--- config.mk ---
export PLATFORM = sky130hd
export DESIGN_NAME = pxl_regs
export DESIGN_NICKNAME = d
export VERILOG_FILES = /design/src/design/pxl_pkg.sv /design/src/design/pxl_regs.sv
export SDC_FILE = /design/constraint.sdc
export NUM_CORES = 1
export LEC_CHECK = 0
export BUFFER_PORTS_ARGS = -buffer_cell sky130_fd_sc_hd__buf_2
export CORE_MARGIN = 3
export CORE_UTILIZATION = 35
export CTS_BUF_LIST = sky130_fd_sc_hd__clkbuf_8
export DETAILED_ROUTE_END_ITERATION = 10
export HOLD_SLACK_MARGIN = 0.12
export PLACE_DENSITY = 0.71
export SLEW_MARGIN = 10
export SYNTH_ARGS = -nofsm -noshare
export SYNTH_HDL_FRONTEND = slang
export SYNTH_SLANG_ARGS = --single-unit
--- constraint.sdc ---
create_clock -name clk -period 1.2 [get_ports clk]
set_input_delay 0.12 -clock clk [delete_from_list [all_inputs] [get_ports clk]]
set_output_delay 0.12 -clock clk [all_outputs]
set_load 0.02 [all_outputs]
--- src/design/pxl_pkg.sv ---
package pxl_pkg;

	localparam int MAX_LINE_WIDTH = 4096;
	localparam int MAX_BLOCK = 64;

	localparam int COL_W = $clog2(MAX_LINE_WIDTH);
	localparam int SIZE_W = COL_W + 1;
	localparam int CIB_W = $clog2(MAX_BLOCK);
	localparam int BSIZE_W = CIB_W + 1;
	localparam int PIX_W = 24;

	localparam int ADDR_W = 5;

	// register indexes
	localparam logic [2:0] REG_IMAGE_WIDTH = 3'd0;
	localparam logic [2:0] REG_IMAGE_HEIGHT = 3'd1;
	localparam logic [2:0] REG_BLOCK_WIDTH = 3'd2;
	localparam logic [2:0] REG_BLOCK_HEIGHT = 3'd3;
	localparam logic [2:0] REG_PIXEL_DEPTH = 3'd4;

	// depth selections
	localparam logic [1:0] DEPTH_8 = 2'd0;
	localparam logic [1:0] DEPTH_16 = 2'd1;
	localparam logic [1:0] DEPTH_24 = 2'd2;

	typedef struct packed {
		logic [PIX_W-1:0] pixel_in;
		logic             frame_start;
	} pxl_in_t;

	typedef struct packed {
		logic [PIX_W-1:0] pixel_out;
		logic             line_end;
		logic             frame_end;
	} pxl_out_t;

	// sizes after clamping, ready for the datapath
	typedef struct packed {
		logic [SIZE_W-1:0]  width;
		logic [SIZE_W-1:0]  height;
		logic [BSIZE_W-1:0] blk_w;
		logic [BSIZE_W-1:0] blk_h;
		logic [1:0]         depth;
	} pxl_cfg_t;

	function automatic logic [PIX_W-1:0] apply_depth(input logic [PIX_W-1:0] v,
		input logic [1:0] sel);
		logic [PIX_W-1:0] r;
		case (sel)
			DEPTH_24: r = v;
			DEPTH_16: r = {8'd0, v[15:0]};
			default: r = {16'd0, v[7:0]};
		endcase
		return r;
	endfunction

endpackage

--- src/design/pxl_regs.sv ---
module pxl_regs import pxl_pkg::*; (
	input  logic              clk,
	input  logic              arst_n,
	input  logic              psel,
	input  logic              penable,
	input  logic              pwrite,
	input  logic [ADDR_W-1:0] paddr,
	input  logic [31:0]       pwdata,
	output logic [31:0]       prdata,
	output logic              pready,
	output pxl_cfg_t          cfg
);

	logic [SIZE_W-1:0]  image_width_q;
	logic [SIZE_W-1:0]  image_height_q;
	logic [BSIZE_W-1:0] block_width_q;
	logic [BSIZE_W-1:0] block_height_q;
	logic [4:0]         pixel_depth_q;
	logic               wr_en;
	logic [2:0]         reg_idx;

	assign pready = 1'b1;
	assign reg_idx = paddr[ADDR_W-1:2];
	assign wr_en = psel && penable && pwrite;

	always_ff @(posedge clk or negedge arst_n) begin
		if (!arst_n) begin
			image_width_q <= SIZE_W'(640);
			image_height_q <= SIZE_W'(480);
			block_width_q <= BSIZE_W'(4);
			block_height_q <= BSIZE_W'(4);
			pixel_depth_q <= 5'd24;
		end else if (wr_en) begin
			case (reg_idx)
				REG_IMAGE_WIDTH: image_width_q <= pwdata[SIZE_W-1:0];
				REG_IMAGE_HEIGHT: image_height_q <= pwdata[SIZE_W-1:0];
				REG_BLOCK_WIDTH: block_width_q <= pwdata[BSIZE_W-1:0];
				REG_BLOCK_HEIGHT: block_height_q <= pwdata[BSIZE_W-1:0];
				REG_PIXEL_DEPTH: pixel_depth_q <= pwdata[4:0];
				default: ;
			endcase
		end
	end

	always_comb begin
		case (reg_idx)
			REG_IMAGE_WIDTH: prdata = {{(32-SIZE_W){1'b0}}, image_width_q};
			REG_IMAGE_HEIGHT: prdata = {{(32-SIZE_W){1'b0}}, image_height_q};
			REG_BLOCK_WIDTH: prdata = {{(32-BSIZE_W){1'b0}}, block_width_q};
			REG_BLOCK_HEIGHT: prdata = {{(32-BSIZE_W){1'b0}}, block_height_q};
			REG_PIXEL_DEPTH: prdata = {27'd0, pixel_depth_q};
			default: prdata = 32'd0;
		endcase
	end

	// for the sizes, zero acts as one and oversize acts as the maximum; depth maps to 24, 16 or 8 bits
	always_comb begin
		if (image_width_q == '0)
			cfg.width = SIZE_W'(1);
		else if (image_width_q > SIZE_W'(MAX_LINE_WIDTH))
			cfg.width = SIZE_W'(MAX_LINE_WIDTH);
		else
			cfg.width = image_width_q;

		if (image_height_q == '0)
			cfg.height = SIZE_W'(1);
		else if (image_height_q > SIZE_W'(MAX_LINE_WIDTH))
			cfg.height = SIZE_W'(MAX_LINE_WIDTH);
		else
			cfg.height = image_height_q;

		if (block_width_q == '0)
			cfg.blk_w = BSIZE_W'(1);
		else if (block_width_q > BSIZE_W'(MAX_BLOCK))
			cfg.blk_w = BSIZE_W'(MAX_BLOCK);
		else
			cfg.blk_w = block_width_q;

		if (block_height_q == '0)
			cfg.blk_h = BSIZE_W'(1);
		else if (block_height_q > BSIZE_W'(MAX_BLOCK))
			cfg.blk_h = BSIZE_W'(MAX_BLOCK);
		else
			cfg.blk_h = block_height_q;

		if (pixel_depth_q >= 5'd24)
			cfg.depth = DEPTH_24;
		else if (pixel_depth_q >= 5'd16)
			cfg.depth = DEPTH_16;
		else
			cfg.depth = DEPTH_8;
	end

endmodule

# After elaboration in Yosys (flattened, before gate mapping)
# Cells that the tools add are included.
# word_totals
output_inout_bits	75
reg_bits	45
wordCells	38
input_bits	42
# op_classes
mux	11
magnitude_cmp	6
n_eq_ne	4
reduce_logical	12
# op_table
operator	n
13-bit one-hot mux with 5 select lines	1
13-bit two-way mux	4
7-bit two-way mux	4
13-bit greater-than comparator (second input constant)	2
13-bit zero test	2
7-bit greater-than comparator (second input constant)	2
7-bit zero test	2
5-bit >= comparator (second input constant)	2
2-bit AND reduction	5
3-bit by 2-bit equality test with 1-bit output (second input constant)	2
3-bit by 1-bit equality test with 1-bit output (second input constant)	1
3-bit equality test (second input constant)	1
3-bit zero test	1
1-bit logical AND	2
2-bit two-way mux	1
1-bit two-way mux	1

# Logic depth before layout (Yosys ltp)
# logic_depth
ltp_word	3
mapped_depth	5
ltp_nobuf	3

# Worst setup path after synthesis
# OpenSTA, ideal clock, no wires.
# synth_path
path_type	register to output
from	register block_height_q[6]
to	output prdata[6]
stages_incl_launch_ff	3
required_ps	1080
setup_slack_ps	-5
arrival_ps	1085
path_cell_list	dfrtp_1 -> mux4_2 -> nor2b_1
# synth_via
elab_chain_len	1
# synth_rtl
element	line_no	source
start, declared	pxl_regs.sv:17	logic [BSIZE_W-1:0] block_height_q;
start signal, assigned	pxl_regs.sv:38	REG_BLOCK_HEIGHT: block_height_q <= pwdata[BSIZE_W-1:0];
13-bit one-hot mux with 5 select lines	pxl_regs.sv:46	case (reg_idx)
end, declared	pxl_regs.sv:9	output logic [31:0] prdata,
# Every way passes these cells.

# Worst setup path after layout
# layout_path
from	register image_width_q[6]
to	output prdata[6]
# layout_via
elab_chain_len	1
# layout_rtl
element	line_no	source
start, declared	pxl_regs.sv:14	logic [SIZE_W-1:0] image_width_q;
start signal, assigned	pxl_regs.sv:35	REG_IMAGE_WIDTH: image_width_q <= pwdata[SIZE_W-1:0];
13-bit one-hot mux with 5 select lines	pxl_regs.sv:46	
# Every way passes these cells.

==> run_results.csv <==
group,metric,value,unit
place,dpl.cell_count,426,
clocking,cts_max_level,2,
sta,fin_worst_skew,0,ps
grt,grt_max_degree,35,
critical_path,cp_top_family,"multiplexers",
final_layout,area.sequential,1140,um2
place,dp_slack,-273,ps
power_and_ir_drop,p_leak,2.09,nW
clocking,cts_max_path_buffers,2,
final_layout,fin_cells,464,
sta,setup_tns,-7900,ps
clocking,clkSlewWorstSetupHoldPaths,80,ps
grt,grtUsageTotal,17.5,%
run_status,status,"finished, violations left",
critical_path,arrival,1470,ps
floorplan,die_area,8610,um2
final_layout,final_nets,406,
synth,synth_seq_cells,45,
sta,post-route-period-util,132,%
synth,synth-edff-count,0,
final_layout,nFillCells,552,
clocking,cts_tree,"built",
synth,synthTopCellsByArea,"dfrtp_1 (33%), mux2_2 (21%), dfstp_2 (10%), nor2b_1 (8.5%), buf_4 (6.0%)",
place,gp_congestion,0.881,
critical_path,cp_slowest_stage_delay,470,ps
power_and_ir_drop,power.density,1480,nW/um2
sta,hold_viol,0,
critical_path,cp.buffers_inverters,1,
final_layout,postLayoutCellArea,4430,um2
run_status,violations,"negative setup slack",
route,routedWlPerCell,18.0,um
synth,ys_warn_count,0,
critical_path,slowest_stage,"mux4_2",
grt,grt_first_pass_wirelength,11700,um
final_layout,n_antenna_cell,0,
floorplan,fp-row-count,31,
route,vias_per_cell,4.89,
sta,period_needed,1590,ps
place,hpwl,5370,um
synth,netlist_instances,232,
synth,syn_avg_cell_area,11.4,um2
synth,netlist_top_cells_count,"mux2_2 (50), nor2b_1 (36), dfrtp_1 (35)",
route,vias,2269,
final_layout,areaGrowthSynthToFinish,67.9,%
place,io_buffer_count,75,
critical_path,end_kind,"output port",
synth,ys_seq_area_share,43.2,%
final_layout,multi_input_area,1700,um2
grt,grt_pass1_vias,2251,
synth,synth_most_common_cell,"mux2_2",
sta,fmax,630,MHz
route,wirelength,8370,um
floorplan,io_pins,117,
clocking,cts_root_buf,"clkbuf_8",
place,place_area,3310,um2
flow_run,maxCapViolCount,0,
worst_hold_path,hold_path_class,"in -> reg",
grt,antenna_found_initial,0,
clocking,cts_buffers,5,
route,drtIter0Drc,114,
synth,synth_top_cell_by_area,"dfrtp_1",
clocking,clkSinkCount,45,
floorplan,initial_core_util,36.2,%
floorplan,die_h,92.8,um
synth,syn_area,2640,um2
critical_path,crit_required,1080,ps
floorplan,core,7290,um2
route,drcViolationCount,0,
sta,layout_setup_ws,-388,ps
synth,ys_async_sr_fraction,100,%
sta,setup_viol,52,
critical_path,cp_cell_sequence,"mux4_2 -> nor2b_4 -> buf_6",
synth,yosys.cell_types.count,29,
power_and_ir_drop,ir_drop,0.629,mV
sta,slew_violations,0,
route,postRouteAntennaNets,0,
route,dr.pass1.iters,4,
final_layout,drive_above_1_share,70.7,%
clocking,clkLatencyLatePin,310,ps
critical_path,start_kind,"register",
critical_path,path_max_fanout,4,
floorplan,die_w,92.8,um
synth,synth_top_area_share,33.2,%
sta,rsz0062_at_grt,"true",
synth,synthFlopType,"dfrtp_1",
grt,gr-total-overflow,0,
critical_path,worstSetupPathType,"reg -> out",
==> layer usage <==
metal,global-route usage (%),vias up,share of wire (%)
met2,29.3,85,50
li1,-,1036,-
met5,0,-,0
met4,4.27,0,1.5
met3,3.82,10,5.8
met1,23.1,1138,43
==> path summary, 6_finish.rpt <==
kind | startpoint | to | slack [ps] | cells after the start
max | image_width_q[6]$_DFFE_PN0P_ | prdata[6] | -390 | 3
min | pwdata[3] | image_width_q[3]$_DFFE_PN0P_ | 150 | 2
max reg2reg | block_width_q[2]$_DFFE_PN1P_ | block_width_q[2]$_DFFE_PN1P_ | 150 | 4
min reg2reg | pixel_depth_q[1]$_DFFE_PN0P_ | pixel_depth_q[1]$_DFFE_PN0P_ | 520 | 1
max in group asynchronous | arst_n | block_width_q[2]$_DFFE_PN1P_ | 400 | 3
min in group asynchronous | arst_n | image_height_q[11]$_DFFE_PN0P_ | 240 | 2
==> kinds of logic (layout without fill, tap and decap cells) <==
logic type / count (synthesis) / count (layout) / share of synthesized area, %
AO/OA/AOI/OAI: 19 / 19 / 4.41
flip-flops: 45 / 45 / 43.2
buffers and inverters: 35 / 150 / 8.97
multiplexers: 58 / 58 / 25.3
AND/OR/NAND/NOR: 73 / 73 / 17.8
other: 2 / 20 / 0.285
==> through the flow <==
step | power, mW | hold WS [ps] | utilization, %
finish | 6.57 | 147 | 60.7
global route | 6.84 | 169 | 60.7
CTS | 5.93 | 158 | 55.1
detailed placement | 4.29 | 21.9 | 45.5
global placement | 4.24 | 18.0 | 45.5
floorplan | 3.42 | -176 | -
==> state kept, by name (all words and copies together) (netlist names) <==
| register | count |
|---|---|
| image_width_q | 13 |
| block_width_q | 7 |
| image_height_q | 13 |
| block_height_q | 7 |
| pixel_depth_q | 5 |
==> report_power, final <==
part	internal [mW]	leakage (nW)	total [mW]	switching, mW
clock network	0.453	0.0538	0.959	0.506
logic	1.91	1.48	3.43	1.52
registers	1.87	0.549	2.18	0.314
==> final cells by class <==
| cell class | instances | area share [%] |
|---|---|---|
| clock inverter | 2 | 0.170 |
| clock buffer | 6 | 1.87 |
| sequential | 45 | 25.8 |
| tap | 99 | 2.80 |
| multi-input combinational | 170 | 38.4 |
| timing repair buffer | 142 | 31.0 |
==> layout by cell type, fill, tap and decap left out, types with 3 or more instances in the layout <==
master         instances
nor2b_2                3
nor3b_4                5
buf_2                 22
clkbuf_8               6
buf_6                 60
nor2b_1                8
o22ai_2                5
dfrtp_1               33
dlygate4sd3_1          9
buf_12                 9
mux2_2                46
conb_1                20
mux2i_1                6
a21oi_2                6
a22oi_1                4
dfstp_2               10
mux2_4                 4
nor2_1                13
buf_4                 42
nor2b_4               25
==> what timing repair did <==
action / 4_1_cts / 5_1_grt
buffers inserted: 12 / 10
hold buffers: 9 / 0
pin swaps: 14 / 8
hold endpoints to repair: 60 / 0
resized for setup: 121 / 79
cloned: 0 / 0
setup endpoints to repair: 51 / 52
Power figures use the tool's default switching activity.
